## config.mk

```make
export PLATFORM = sky130hd
export DESIGN_NAME = ssbd_ram
export DESIGN_NICKNAME = d
export VERILOG_FILES = /design/src/rtl/ssbd_ram.sv
export SDC_FILE = /design/constraint.sdc
export NUM_CORES = 1
export LEC_CHECK = 0
export BUFFER_PORTS_ARGS = -buffer_cell sky130_fd_sc_hd__buf_2
export CAP_MARGIN = 40
export CORE_UTILIZATION = 55
export DETAILED_ROUTE_END_ITERATION = 7
export PLACE_DENSITY = 0.67
export SYNTH_ARGS = -nofsm -noshare
export SYNTH_HDL_FRONTEND = slang
export SYNTH_SLANG_ARGS = --single-unit
```

## constraint.sdc

```tcl
create_clock -name clk -period 2.4 [get_ports clk]
set_input_delay 0.24 -clock clk [delete_from_list [all_inputs] [get_ports clk]]
set_output_delay 0.24 -clock clk [all_outputs]
set_load 0.005 [all_outputs]
```

## src/rtl/ssbd_ram.sv

```systemverilog
// Generic single-write, single-read RAM with registered read data.
`default_nettype none
module ssbd_ram #(
  parameter int WIDTH = 16,
  parameter int DEPTH = 64
) (
  input  wire logic                     clk,
  input  wire logic                     we,
  input  wire logic [$clog2(DEPTH)-1:0] waddr,
  input  wire logic [WIDTH-1:0]         wdata,
  input  wire logic [$clog2(DEPTH)-1:0] raddr,
  output logic      [WIDTH-1:0]         rdata
);

  logic [WIDTH-1:0] mem [0:DEPTH-1];

  always_ff @(posedge clk) begin
    if (we) begin
      mem[waddr] <= wdata;
    end
    rdata <= mem[raddr];
  end

endmodule
`default_nettype wire

```

==> After elaboration in Yosys (flattened, before gate mapping) <==
Memories as Yosys holds them, arrays and structs flattened. A register that Yosys moved wholly into a read port is not among the register bits.
Cells that the tools add are included.
{ "totals": {"ff_bits": 0, "ram_bits": 1024, "input_bits": 30, "output_inout_bits": 16, "memories": 1} }
{ "op_classes": {"muxes": 2} }
{ "mem_list": {"columns": ["memory", "words", "word_bits", "rd", "rd_ports_with_merged_regs", "wr", "line_no", "source"], "rows": [
  ["mem", 64, 16, 1, 1, 1, "15", "logic [WIDTH-1:0] mem [0:DEPTH-1];"]
]} }
{ "op_table": {"columns": ["operator", "count"], "rows": [
  ["2-to-1 mux 1 bit", 2]
]} }

==> Logic depth before layout (Yosys ltp) <==
{ "logic_depth": {"depth_word": 2, "ltp_mapped": 10, "depth_no_buf": 5} }

==> Worst setup path before layout <==
No wires, ideal clock.
{ "synth_timing": {"path_type": "input to register", "start": "in waddr[3]", "end": "mem mem[48][0], enable pin", "setup_ps": 409, "t_arrival_ps": 1866, "required_ps": 1991, "slack_ps": 125, "path_stages": 4, "path_buffers": 1, "cell_sequence": "clkbuf_1 -> nor2b_1 -> nand4b_1 -> nor3_1"} }
{ "synth_lines": {"columns": ["item", "line_no", "source"], "rows": [
  ["start, declared", "9", "input wire logic [$clog2(DEPTH)-1:0] waddr,"],
  ["end, declared", "15", null]
]} }
Straight into the memory's write port.

==> impl_metrics.ini <==
[grt]
grt_pass1_wl_um = 133000
gr-usage-met3_pct = 4.97
busiest_layer = met2
met1_usage_pct = 33.9
grt_pass1_vias = 19501
gr-usage-met2_pct = 41.8
grt_max_degree = 65
antenna_found_initial = 9
overflow = 0
grt_usage_pct = 25.4

[sta]
skew_ns = 0.0199
hold_viol = 0
setup_ws_ns = 0.305
fin_crit_sh_pct = 87.3
drv_slew = 0
tightest_slew_ns = 0.915
fmax_mhz = 477
max_slew_margin_pct = 39.0
period_needed_ns = 2.10
rsz0062_at_grt = no
setup_viol = 0

[hold_path]
hold_path.class = input port to register

[floorplan]
start_util_pct = 55.8
die_x_um = 272
num_io_pins = 46
row_count = 98
coreArea_sq_mm = 0.0717
dieHeight_um = 272
dieArea_sq_mm = 0.0739

[logic_synthesis]
ys.flop_type = edfxtp_1
synth-edff-count = 1024
yosys_register_bits = 1040
synth_cell_types = 43
ys_warn_count = 0
seq_area_frac_synth_pct = 77.6
synthCells = 1829
avgSynthCellArea_sq_um = 21.9
netlist_area_sq_mm = 0.0400
syn-num-nets = 1859
async_flop_share_pct = 0

[pwr]
p_leak_nw = 14.9
powerDensity_mw_per_mm2 = 822
peakVddDrop_mv = 0.619

[setup_path]
rrSetupSlack_ns = 0.30
arrival_ns = 2.64
cp-start-kind = register
worst-path-buf-inv = 0
worstSetupPathType = register to register
crit_slowest_cell = mux4_2
max_stage_delay_ns = 0.51
cp.required_ns = 2.94
cp_top_family = simple AND/OR/NAND/NOR gates
crit_chain = mux4_2 -> mux2_2 -> nand2_1 -> nand4_1 -> and4_1
critical_path.endpoint_type = register
critPathMaxFanout = 2

[clock_tree]
cts.sinks = 1040
cts_buffers = 100
postCtsResizedCells = 0
postCtsSetupBuffers = 0
clock_latency_ns = 0.65
clk_pin_slew_ns = 0.06
holdBufCountCts = 3
cts_tree = built
h-tree-depth = 3
cts-root-buf = clkbuf_16
cts_buffer_depth = 3

[placement]
dp_hpwl_um = 58100
port_buffers = 45
dpl_worst_slack_ns = -0.00789
gp_congestion = 0.884
dpl_cell_area_sq_mm = 0.0427
placedCellCount = 2926

[route]
dr.pass1.iters = 8
drcViolationCount = 0
via_per_inst = 6.22
vias = 19388
drt_iter0_drc = 1814
drt-total-wl_um = 91900
ant_nets = 0
wl_per_cell_um = 29.5

[layout]
fin_cells = 3119
drive_gt1_share_pct = 29.9
final_cell_mix = edfxtp_1, mux4_2, buf_4, clkbuf_16, mux2i_1
finish.utilization_pct = 64.1
finalInstanceArea_sq_mm = 0.0460
final_nets = 2111
mostFrequentLayoutCell = edfxtp_1
area_delta_synth_final_pct = 14.9

[job]
drv_cap = 0

[run_status]
status = finished, final reports clean
-- cell type report --
class | count | area [sq um]
Antenna cell | 2 | 5.00
Clock buffer | 122 | 2630
Clock inverter | 66 | 624
Fill cell | 4793 | 25700
Multi-Input combinational cell | 685 | 8250
Sequential cell | 1040 | 31100
Tap cell | 950 | 1190
Timing Repair Buffer | 254 | 2230
-- worst register-to-register path: stages, from the launching register on --
cell,delay (ns)
edfxtp_1,0.36
mux4_2,0.51
mux2_2,0.28
nand2_1,0.13
nand4_1,0.37
and4_1,0.35
-- stage by stage --
stage	setup TNS (ns)	power, mW	hold WS (ns)
4_1_cts	0	38.0	0.0671
5_1_grt	0	38.8	0.0937
2_1_floorplan	0	21.6	0.339
3_5_place_dp	-0.00789	22.6	0.589
3_3_place_gp	0	22.5	0.583
6_report	0	37.8	0.0970
-- registers in the layout (all words and copies together), names as in the netlist --
name and cells:
mem 1024, rdata 16
-- cells by family (layout without fill, tap and decap cells) --
kind of cell	Yosys count	in the layout	share of synthesized area [%]
AOI/OAI and AO/OA	129	129	2.41
buffers and inverters	104	442	1.83
DFF	1040	1040	77.6
muxes	336	336	15.5
other	0	2	0
and+or+nand+nor	220	220	2.65
-- synth_stat cells, types with 4 or more instances --
cell      instances  area [sq um]
a221oi_1         16           140
buf_6            17           191
mux4_1            4           105
o21ai_0           5          25.0
buf_2            36           180
a22oi_1          39           293
nand4_1          12          75.1
a211o_1           8          70.1
a21oi_1          17          85.1
clkbuf_1         24          90.1
a31oi_1           8          50.1
mux2i_1          85           851
buf_4            13          97.6
a211oi_1          8          60.1
a41oi_1           5          43.8
edfxtp_1       1024         30700
nand3_1          24           120
mux2_2           27           304
a311oi_1          8          70.1
buf_12            5           100
dfxtp_1          16           320
nor2_1           72           270
a22o_1            6          52.6
nor2b_1          30           188
and4_1            5          43.8
a221o_1           6          60.1
nand2_1          59           221
mux4_2          220          4950
-- path summary, 6_finish.rpt --
| kind | end | cells after the start | start |
|---|---|---|---|
| setup / recovery | rdata[10]$_DFF_P_ | 5 | mem[22][10]$_DFFE_PP_ |
| hold / removal | mem[20][11]$_DFFE_PP_ | 2 | wdata[11] |
| hold reg to reg | rdata[5]$_DFF_P_ | 5 | mem[62][5]$_DFFE_PP_ |
| setup reg to reg | rdata[10]$_DFF_P_ | 5 | mem[22][10]$_DFFE_PP_ |
-- power breakdown --
part	internal (mW)	switching, mW
clock	9.06	6.56
sequential	20.1	0.0677
combinational	0.825	1.18
total	30.0	7.81
-- metal layers --
layer | part of all wire, % | wire length [um]
met2 | 50 | 45800
met4 | 4.1 | 3740
met3 | 7.4 | 6820
met1 | 39 | 35500
met5 | 0.061 | 56
(Power assumes the default switching activity.)
