--- config.mk ---
export PLATFORM = sky130hd
export DESIGN_NAME = ssbd_mac
export DESIGN_NICKNAME = d
export VERILOG_FILES = /design/src/rtl/ssbd_pkg.sv /design/src/rtl/ssbd_mac.sv
export SDC_FILE = /design/constraint.sdc
export NUM_CORES = 1
export LEC_CHECK = 0
export ABC_CLOCK_PERIOD_IN_PS = 8200
export CAP_MARGIN = 40
export CORE_MARGIN = 1.5
export CORE_UTILIZATION = 40
export DETAILED_ROUTE_END_ITERATION = 7
export DONT_BUFFER_PORTS = 1
export MAX_ROUTING_LAYER = met4
export PLACE_DENSITY_LB_ADDON = 0.3
export SLEW_MARGIN = 30
export SYNTH_ARGS = -nofsm -noshare
export SYNTH_HDL_FRONTEND = slang
export SYNTH_SLANG_ARGS = --single-unit
export TNS_END_PERCENT = 20
--- constraint.sdc ---
create_clock -name clk -period 8.2 [get_ports clk]
set_input_delay 1.64 -clock clk [delete_from_list [all_inputs] [get_ports clk]]
set_output_delay 1.64 -clock clk [all_outputs]
set_load 0.01 [all_outputs]
--- src/rtl/ssbd_pkg.sv ---
// Package for the dual SSB phasing demodulator: types, codes, coefficient and sine tables.
`default_nettype none
package ssbd_pkg;

  localparam int HILBERT_TAPS_DEF = 51;
  localparam int LOWPASS_TAPS_DEF = 151;
  localparam int CHANNELS_DEF     = 2;
  localparam int PHASE_BITS_DEF   = 32;

  localparam int HIL_HALF = 25;
  localparam int LP_HALF  = 75;
  localparam int QUARTER  = 256;

  localparam longint ROT_COS_Q30 = 64'sd1073721611;
  localparam longint ROT_SIN_Q30 = 64'sd6588356;

  // Register indexes on the configuration port.
  localparam logic [7:0] REG_MIX_STEP_A   = 8'd0;
  localparam logic [7:0] REG_MIX_STEP_B   = 8'd1;
  localparam logic [7:0] REG_SHIFT_STEP_A = 8'd2;
  localparam logic [7:0] REG_SHIFT_STEP_B = 8'd3;

  localparam logic [31:0] MIX_STEP_A_RST   = 32'd134217728;
  localparam logic [31:0] MIX_STEP_B_RST   = 32'd536870912;
  localparam logic [31:0] SHIFT_STEP_A_RST = 32'd107374182;
  localparam logic [31:0] SHIFT_STEP_B_RST = 32'd161061274;

  localparam int DATA_W  = 20;  // data operand of the shared multiplier
  localparam int COEF_W  = 18;  // coefficient / oscillator operand
  localparam int PROD_W  = DATA_W + COEF_W;
  localparam int ACC_W   = 48;

  typedef logic signed [COEF_W-1:0] coef_t;
  typedef logic [15:0] sine_tab_t [0:QUARTER];

  typedef enum logic [2:0] {
    A_HIL  = 3'd0,
    A_LPRE = 3'd1,
    A_LPIM = 3'd2,
    A_RE   = 3'd3,
    A_IM   = 3'd4,
    A_YR   = 3'd5,
    A_YI   = 3'd6
  } asel_t;

  typedef struct packed {
    logic  valid;
    logic  sub;
  } mac_op_t;

  typedef struct packed {
    logic  valid;
    logic  sub;
    logic  cap;
    asel_t asel;
    coef_t coef;
  } tag_t;

  localparam coef_t HIL_MAG [0:12] = '{
    18'sd83059, 18'sd27285, 18'sd15898, 18'sd10863, 18'sd7957, 18'sd6033, 18'sd4647,
    18'sd3600, 18'sd2779, 18'sd2126, 18'sd1601, 18'sd1177, 18'sd1626};

  localparam coef_t LP_PROTO [0:75] = '{
    -18'sd45, -18'sd45, -18'sd46, -18'sd48, -18'sd49, -18'sd51, -18'sd53, -18'sd55,
    -18'sd58, -18'sd60, -18'sd62, -18'sd64, -18'sd66, -18'sd68, -18'sd68, -18'sd69,
    -18'sd68, -18'sd66, -18'sd64, -18'sd60, -18'sd54, -18'sd47, -18'sd39, -18'sd28,
    -18'sd15, 18'sd0, 18'sd17, 18'sd37, 18'sd60, 18'sd86, 18'sd114, 18'sd145,
    18'sd180, 18'sd217, 18'sd258, 18'sd302, 18'sd349, 18'sd399, 18'sd452, 18'sd508,
    18'sd567, 18'sd629, 18'sd694, 18'sd761, 18'sd831, 18'sd902, 18'sd976, 18'sd1051,
    18'sd1128, 18'sd1206, 18'sd1285, 18'sd1365, 18'sd1444, 18'sd1524, 18'sd1603,
    18'sd1682, 18'sd1760, 18'sd1836, 18'sd1910, 18'sd1983, 18'sd2053, 18'sd2120,
    18'sd2184, 18'sd2245, 18'sd2302, 18'sd2355, 18'sd2404, 18'sd2448, 18'sd2488,
    18'sd2523, 18'sd2553, 18'sd2577, 18'sd2596, 18'sd2610, 18'sd2619, 18'sd2621};

  // Quarter-wave sine in Q1.15, built by repeated rotation in Q30 at elaboration.
  function automatic sine_tab_t build_sine();
    sine_tab_t t;
    longint s;
    longint c;
    longint ns;
    longint nc;
    longint v;
    s = 64'sd0;
    c = 64'sd1073741824;
    for (int k = 0; k <= QUARTER; k++) begin
      v = (s + 64'sd16384) >>> 15;
      if (v < 64'sd0) v = 64'sd0;
      if (v > 64'sd32767) v = 64'sd32767;
      t[k] = v[15:0];
      ns = (s * ROT_COS_Q30 + c * ROT_SIN_Q30 + 64'sd536870912) >>> 30;
      nc = (c * ROT_COS_Q30 - s * ROT_SIN_Q30 + 64'sd536870912) >>> 30;
      s = ns;
      c = nc;
    end
    return t;
  endfunction

  localparam sine_tab_t SINE_TAB = build_sine();

  function automatic coef_t sine_at(logic [9:0] idx);
    logic [8:0]  k;
    logic [8:0]  kr;
    coef_t       v;
    coef_t       vr;
    k  = {1'b0, idx[7:0]};
    kr = 9'(QUARTER) - k;
    v  = coef_t'({2'b00, SINE_TAB[k]});
    vr = coef_t'({2'b00, SINE_TAB[kr]});
    case (idx[9:8])
      2'd0:    return v;
      2'd1:    return vr;
      2'd2:    return -v;
      default: return -vr;
    endcase
  endfunction

  function automatic coef_t hil_coef(int j, int taps);
    int d;
    int ad;
    d  = j - ((taps - 1) >>> 1);
    ad = (d < 0) ? -d : d;
    if (ad == 0 || ad > HIL_HALF || ad[0] == 1'b0) return '0;
    return (d < 0) ? -HIL_MAG[(ad - 1) >>> 1] : HIL_MAG[(ad - 1) >>> 1];
  endfunction

  function automatic coef_t lp_coef(int j, int taps);
    int d;
    int ad;
    d  = j - ((taps - 1) >>> 1);
    ad = (d < 0) ? -d : d;
    if (ad > LP_HALF) return '0;
    return LP_PROTO[LP_HALF - ad];
  endfunction

  function automatic logic signed [17:0] sat18(logic signed [ACC_W-1:0] v);
    if (v > 48'sd131071) return 18'sd131071;
    if (v < -48'sd131072) return -18'sd131072;
    return v[17:0];
  endfunction

  function automatic logic signed [15:0] sat16(logic signed [21:0] v);
    if (v > 22'sd32767) return 16'sd32767;
    if (v < -22'sd32768) return -16'sd32768;
    return v[15:0];
  endfunction

endpackage
`default_nettype wire

--- src/rtl/ssbd_mac.sv ---
// Shared multiply-accumulate unit: registered product, then signed accumulation.
`default_nettype none
module ssbd_mac (
  input  wire logic                                  clk,
  input  wire logic                                  rst_n,
  input  wire ssbd_pkg::mac_op_t                     op,
  input  wire logic signed [ssbd_pkg::DATA_W-1:0]    a,
  input  wire ssbd_pkg::coef_t                       b,
  input  wire logic                                  clr,
  output logic signed      [ssbd_pkg::ACC_W-1:0]     acc,
  output logic                                       busy
);
  import ssbd_pkg::*;

  logic signed [PROD_W-1:0] prod_r;
  logic                     pv_r;
  logic                     psub_r;
  logic signed [ACC_W-1:0]  acc_r;

  always_ff @(posedge clk) begin
    prod_r <= a * b;
    psub_r <= op.sub;
  end

  always_ff @(posedge clk) begin
    if (!rst_n) begin
      pv_r  <= 1'b0;
      acc_r <= '0;
    end else begin
      pv_r <= op.valid;
      if (clr) begin
        acc_r <= '0;
      end else if (pv_r) begin
        if (psub_r) begin
          acc_r <= acc_r - ACC_W'(prod_r);
        end else begin
          acc_r <= acc_r + ACC_W'(prod_r);
        end
      end
    end
  end

  assign acc  = acc_r;
  assign busy = pv_r;

endmodule
`default_nettype wire

; Word level (Yosys, flattened, before mapping)
; Cells that the tools add are included.
; Widths: inputs -> output; s select.
[totals]
out_inout_bits = 49
register_bits = 88
[classes]
addsub = 2
muxes = 1
bitwise_logic = 1
n_mul = 1
reduce_logical = 1
[ops]
columns = cell, count
row1 = $add 48x38->48, 1
row2 = $mux 48, 1
row3 = $sub 48x38->48, 1
row4 = $mul 20x18->38, 1
row5 = $reduce_or 2->1, 1
row6 = $not 1->1, 1

; Depth between registers and ports, before layout
; Gate-level depths: netlist (run 1).
[logic_depth]
depth_word = 2
depth_mapped = 27

; Worst setup path after synthesis (run 1)
; OpenSTA, ideal clock, no wires.
[synth_timing]
path_type = input-to-reg
from = in a[19] in the netlist's numbering
to = reg prod_r[37]
path_stages = 24
path_buffers = 2
arrival_time_ns = 7.279
slack_ns = 0.849
path_cell_list = clkbuf_1 > clkbuf_1 > nand2_1 > fa_1 > inv_1 > fa_1 > inv_1 > fa_1 > inv_1 > fa_1 > fa_1 > inv_1 > fa_1 > inv_1 > ha_1 > a21o_1 > a21o_1 > a21oi_1 > o21ai_0 > a211oi_1 > a21oi_1 > a311o_1 > a21oi_1 > xnor2_1
[synth_via]
elab_chain_len = 1
[synth_lines]
columns = element, line
row1 = start: declaration, ssbd_mac.sv:7  ; input wire logic signed [ssbd_pkg::DATA_W-1:0] a,
row2 = $mul 20x18->38, ssbd_mac.sv:21  ; prod_r <= a * b;
row3 = end signal: assignment, ssbd_mac.sv:21
row4 = end: declaration, ssbd_mac.sv:15  ; logic signed [PROD_W-1:0] prod_r;
; Every way passes these cells.
; A chain may end at the register's enable or synchronous reset.

; Final worst setup path (run 1)
[layout_timing]
from = in a[19] in the netlist's numbering
to = reg prod_r[35]
; Same word-level chain as after synthesis.

==> results.ini, run 1 <==
[timing]
maxSlewHeadroom_pct=44.3
finalHoldViolations=0
fin_crit_sh_pct=88.6
layout_min_cycle_time_ps=7270
tightest_slew_ps=834
fin_worst_skew_ps=7.17
setup_viol=0
rsz0062_at_grt=false
drv_slew=0
setup-tns-final_ps=0
max_freq_mhz=138

[drt]
antenna_left=0
vias=14200
drt-wirelength-per-cell_um=16.7
drcViolationCount=0
drtIter0Drc=785
postRouteWirelength_um=46200
dr.pass1.iters=5
viasPerCell=5.11

[global_routing]
grt_use_total_pct=19.7
grt.overflow.total=0
met2_usage_pct=31.4
grt_max_degree=66
grt_pass1_wl_um=77300
antenna_found_initial=0
use_met1_pct=26.7
grt_use_met3_pct=3.37
grt_pass1_vias=14900
grt.busiest_layer=met2

[synth]
synth_cell_type_count=63
synthFlopType=dfxtp_1
synth_edf_count=0
syn_area_per_cell_um2=8.71
yosysSeqAreaShare_pct=9.08
syn_area_um2=19400
synth_top_area_share_pct=37.4
yosysTopAreaCell=fa_1
synth_area_leaders=fa_1 (37%), ha_1 (9.4%), dfxtp_1 (9.1%)
synthArstFlopShare_pct=0
yosys_warnings=0
synthesis.nets=2777
ys_ff_latch=88
syn-instance-count=2227

[cells_and_area]
syn2layout_area_growth_pct=4.19
num_antenna_cells=0
drive_above_1_share_pct=1.95
finalNetCount=2702
stdcell_area_um2=20200

[floorplan]
start_util_pct=40.6
num_io_pins=92
core_area_um2=47800
die_height_um=223
rows=80
die_w_um=223
die_area_um2=49800

[clock_tree]
ctsResizeCount=0
cts_tree=built
clock-root-buffer=clkbuf_16
path_clk_slew_ps=70
clk-insertion-delay-late_ps=350
cts_setup_buffers=0
cts_max_level=3
clock-sinks=88
clock_path_buffers=2
cts_buffers=9
ctsHoldBuffers=0

[job]
max_cap_violations=0

[critical_path]
rr_startpoint=prod_r[0]$_DFF_P_
cp-startpoint=a[19]
worstSetupEndpointType=register
cp-start-kind=input pin
worstPathRequired_ps=8400
critical_path_class=in -> reg
path_max_fanout=18
arrival_ps=7470

[placed_design]
place_hpwl_um=39500
io_buffer_count=0
finalWeightedCongestion=0.913
place_area_um2=19900

[status]
status=completed

[hold_path]
hp-start=acc[43]$_SDFFE_PP0P_
min-delay-path-class=reg -> reg

[worst max-delay path, stage by stage]
cell,delay [ps]
and2_1,180
fa_1,610
inv_1,140
fa_1,520
inv_1,80
ha_1,530
inv_1,260
fa_1,530
inv_1,50
fa_1,530
inv_1,50
fa_1,470
inv_1,40
ha_1,340
nand4_1,120
o21ai_0,250
a211oi_1,110
a21oi_1,340
nand3_1,190
a31oi_1,260
o311ai_0,180
[flip-flops by register name, summed over array words and instances, names as in the netlist]
signal,count
acc,48
busy,1
prod_r,38
psub_r,1
[layer usage]
| layer | wire length [µm] | share of wire [%] |
|---|---|---|
| met3 | 2410 | 5.2 |
| met5 | 0 | 0 |
| met1 | 22400 | 48 |
| met2 | 20900 | 45 |
| met4 | 514 | 1.1 |
[logic make-up (layout without fill, tap and decap cells)]
kind of cell | count (synthesis) | count (layout) | synth area share, %
simple gates | 644 | 644 | 16.9
buf+inv | 540 | 470 | 10.4
fa+ha+maj | 507 | 507 | 46.7
compound gates | 295 | 295 | 9.62
xor+xnor | 111 | 111 | 5.01
flops | 88 | 88 | 9.08
mux | 42 | 42 | 2.24
[final timing paths]
kind	cells after the start	slack, ps	to
hold / removal	2	540	acc[43]$_SDFFE_PP0P_
hold reg to reg	2	540	acc[43]$_SDFFE_PP0P_
setup / recovery	21	930	prod_r[35]$_DFF_P_
setup reg to reg	18	3270	acc[37]$_SDFFE_PP0P_
[per-stage QoR]
step	cells	util, %	hold WS (ps)	setup WS (ps)
5_1_grt	2772	42.3	586	447
3_3_place_gp	2753	41.5	519	684
3_5_place_dp	2755	41.6	540	587
4_1_cts	2771	42.2	549	941
2_1_floorplan	2227	-	500	849
6_report	2772	42.3	542	933
[cells in the mapped netlist, types with 3 or more instances]
| library cell | n |
|---|---|
| inv_1 | 446 |
| fa_1 | 362 |
| nand2_1 | 205 |
| and2_1 | 179 |
| ha_1 | 145 |
| nor2_1 | 110 |
| a21oi_1 | 99 |
| dfxtp_1 | 88 |
| clkbuf_1 | 85 |
| xnor2_1 | 85 |
| o21ai_0 | 56 |
| a21o_1 | 47 |
| mux2i_1 | 40 |
| xor2_1 | 26 |
| nand4_1 | 21 |
| nand3_1 | 20 |
| nand2b_1 | 19 |
| nor3_1 | 18 |
| a31oi_1 | 15 |
| o21bai_1 | 14 |
| nor2b_1 | 13 |
| nand3b_1 | 12 |
| o21a_1 | 11 |
| a211oi_1 | 10 |
| o211ai_1 | 9 |
| and3_1 | 8 |
| buf_1 | 8 |
| nor3b_1 | 7 |
| nor4_1 | 7 |
| or3_1 | 6 |
| a21boi_0 | 4 |
| or2_2 | 4 |
| a211o_1 | 3 |
| a311o_1 | 3 |
| o2111a_1 | 3 |
| o31ai_1 | 3 |
| or4_1 | 3 |
[cells in the final DEF (no fill, tap or decap), drive strengths merged, types with 9 or more instances in the layout]
master,Yosys,final
o211ai,9,9
ha,145,145
nor4,10,10
dfxtp,88,88
o21bai,14,14
nand4,21,21
nand2b,19,19
nor3,18,18
xnor2,85,85
nand3,20,20
fa,362,362
a21o,47,47
and2,180,180
nor2b,13,13
a211oi,10,10
xor2,26,26
nand2,205,205
o21ai,57,57
o21a,11,11
a31oi,15,15
mux2i,41,41
a21oi,100,100
inv,446,447
clkbuf,85,10
nand3b,12,12
nor2,110,110
[area by class of cell]
cell class	instances	area [µm²]
multi-input cells	1599	15600
repair buffers	7	105
fillers	4739	27600
inverters	447	1680
flip-flops and latches	88	1760
well taps	615	769
clock buffers	10	239
clock inverters	6	43.8
Power of run 1 is not shown: default switching activity piles up to over one toggle a cycle in this logic, so the estimate is an artifact.
==> run 2, diff against run 1 <==
--- a/config.mk
+++ b/config.mk
@@ -8,7 +8,7 @@
 export ABC_CLOCK_PERIOD_IN_PS = 8200
 export CAP_MARGIN = 40
 export CORE_MARGIN = 1.5
-export CORE_UTILIZATION = 40
+export CORE_UTILIZATION = 30
 export DETAILED_ROUTE_END_ITERATION = 7
 export DONT_BUFFER_PORTS = 1
 export MAX_ROUTING_LAYER = met4
==> run 2 against run 1 <==
Register-to-register slack lost 160 ps. Clock-buffer cell count decreased by 1. Sequential share of layout area decreased by 0.12 points. Non-clock buffer count decreased by 1. Hold slack worse by 11 ps. Flip-flop and latch count did not move. Via count down 1.4%. Fmax grew 1.3%. Final area rose by 1.4%. Critical path depth unchanged. Core utilization decreased by 10 points. Critical path type unchanged. Critical endpoint unchanged.
==> results.ini, run 2 (synthesis results as in run 1) <==
[critical_path]
crit_slowest_cell=fa_1  ; unchanged
rr_startpoint=prod_r[0]$_DFF_P_  ; unchanged
critPathBufInv=6  ; unchanged
cp-startpoint=a[19]  ; unchanged
critical_path_class=in -> reg  ; unchanged
crit_chain=and2_1, fa_1, inv_1, fa_1, inv_1, ha_1, inv_1, fa_1, inv_1, fa_1, inv_1, fa_1, inv_1, ha_1, nand4_1, o21ai_0, a211oi_1, a21oi_1, nand3_1, a31oi_1, o311ai_0  ; unchanged
r2r_setup_slack_ps=3110  ; was 3270 ps
cpMostUsedCell=inv_1  ; unchanged
arrival_ps=7390  ; was 7470 ps
worstSetupEndpointType=register  ; unchanged
path_max_fanout=18  ; unchanged
rr_worst_depth=20  ; was 18
max_stage_delay_ps=580  ; was 610 ps
cp-start-kind=input pin  ; unchanged
cp_top_family=adder cells  ; unchanged
r2r_end=acc[44]$_SDFFE_PP0P_  ; was acc[37]$_SDFFE_PP0P_
worstPathRequired_ps=8410  ; was 8400 ps

[clock_tree]
path_clk_slew_ps=70  ; about the same
cts_tree=built  ; unchanged
clk-insertion-delay-late_ps=360  ; was 350 ps
ctsHoldBuffers=0  ; unchanged
ctsResizeCount=0  ; unchanged
cts_buffers=9  ; unchanged
clock-sinks=88  ; unchanged
cts_max_level=3  ; unchanged
clock_path_buffers=2  ; unchanged
clock-root-buffer=clkbuf_16  ; unchanged
cts_setup_buffers=0  ; unchanged

[floorplan]
die_height_um=257  ; was 223 µm
die_area_um2=66200  ; was 49,800 µm²
rows=93  ; was 80
num_io_pins=92  ; unchanged
core_area_um2=64200  ; was 47,800 µm²
start_util_pct=30.2  ; was 40.6%
die_w_um=257  ; was 223 µm

[timing]
setup-tns-final_ps=0  ; unchanged
setup_viol=0  ; unchanged
max_freq_mhz=139  ; was 138 MHz
rsz0062_at_grt=false  ; unchanged
layout_min_cycle_time_ps=7180  ; was 7270 ps
finalHoldViolations=0  ; unchanged
fin_worst_skew_ps=14.4  ; was 7.17 ps
tightest_slew_ps=803  ; was 834 ps
maxSlewHeadroom_pct=46.4  ; was 44.3%
layout_setup_ws_ps=1020  ; was 933 ps
drv_slew=0  ; unchanged
fin_crit_sh_pct=87.5  ; was 88.6%

[cells_and_area]
num_antenna_cells=0  ; unchanged
finalNetCount=2701  ; was 2,702
stdcell_area_um2=20500  ; was 20,200 µm²
largest_register_ffs=48  ; unchanged
syn2layout_area_growth_pct=5.67  ; was 4.19%
final_cell_mix=inv_1 (446), fa_1 (362), nand2_1 (205)  ; unchanged
drive_above_1_share_pct=1.95  ; about the same
final_common_cell=inv_1  ; unchanged

[hold_path]
hold-path-endpoint=acc[44]$_SDFFE_PP0P_  ; was acc[43]$_SDFFE_PP0P_
min-delay-path-class=reg -> reg  ; unchanged
worstHoldPathCells=2  ; unchanged
hp-start=acc[44]$_SDFFE_PP0P_  ; was acc[43]$_SDFFE_PP0P_

[drt]
routed-wl-met2_um=21200  ; was 20,900 µm
drt-wirelength-per-cell_um=15.9  ; was 16.7 µm
dr.pass1.iters=5  ; unchanged
wl_met3_um=2130  ; was 2410 µm
drtIter0Drc=798  ; was 785
highest-signal-layer=met4  ; unchanged
viasPerCell=4.64  ; was 5.11
drcViolationCount=0  ; unchanged
vias=14000  ; was 14,200
antenna_left=0  ; unchanged
met1_length_um=24200  ; was 22,400 µm
postRouteWirelength_um=47900  ; was 46,200 µm

[placed_design]
preCtsSetupSlack_ps=653  ; was 587 ps
io_buffer_count=0  ; unchanged
place_hpwl_um=41200  ; was 39,500 µm
finalWeightedCongestion=0.882  ; was 0.913
place_area_um2=20200  ; was 19,900 µm²

[global_routing]
grt_pass1_wl_um=79500  ; was 77,300 µm
grt_max_degree=64  ; was 66
antenna_found_initial=0  ; unchanged
grt_use_total_pct=15.2  ; was 19.7%
grt.overflow.total=0  ; unchanged
grt_pass1_vias=14800  ; was 14,900

[job]
max_cap_violations=0  ; unchanged

[status]
status=completed  ; unchanged

run 2: cell types whose count changed in the layout (fill, tap and decap cells not counted), sizes merged:
cell,delta
clkbuf,-1
clkinv,-1
inv,+1
buf,-1
bufinv,+1
run 2: tightest hold or removal path: cells and delay by family (launching register included):
family / cells / cell delay (ps)
and+or+nand+nor: 1 / 60
DFF: 1 / 360
AOI/OAI and AO/OA: 1 / 60
run 2: routing by layer:
metal	track usage [%]	vias to the layer above
li1	-	6761
met5	-	-
met1	21.3	6875
met4	2.23	0
met3	1.74	34
met2	23.9	295
run 2: worst max-delay path by stage:
stage	endpoint	slack (ps)	cells past startpoint
after floorplan	prod_r[37]$_DFF_P_	850	24
after global placement	prod_r[35]$_DFF_P_	850	21
after detailed placement	prod_r[35]$_DFF_P_	650	21
after CTS	prod_r[35]$_DFF_P_	1030	21
after global routing	prod_r[35]$_DFF_P_	590	21
final	prod_r[35]$_DFF_P_	1020	21
run 2: final cells by class:
class | count | area [µm²]
inverter | 447 | 1680
timing repair buffer | 6 | 57.6
multi-input combinational | 1599 | 15600
clock buffer | 9 | 225
tap | 855 | 1070
clock inverter | 7 | 80.1
fill | 6765 | 43700
sequential | 88 | 1760
run 2: metrics by stage:
stage / cells / hold slack (ps) / utilization [%]
final: 3011 / 532 / 31.9
after global placement: 2994 / 517 / 31.4
after global routing: 3011 / 571 / 31.9
after floorplan: 2227 / 500 / -
after detailed placement: 2994 / 528 / 31.4
after CTS: 3010 / 537 / 31.9
Power of run 2 is left out for the same reason.
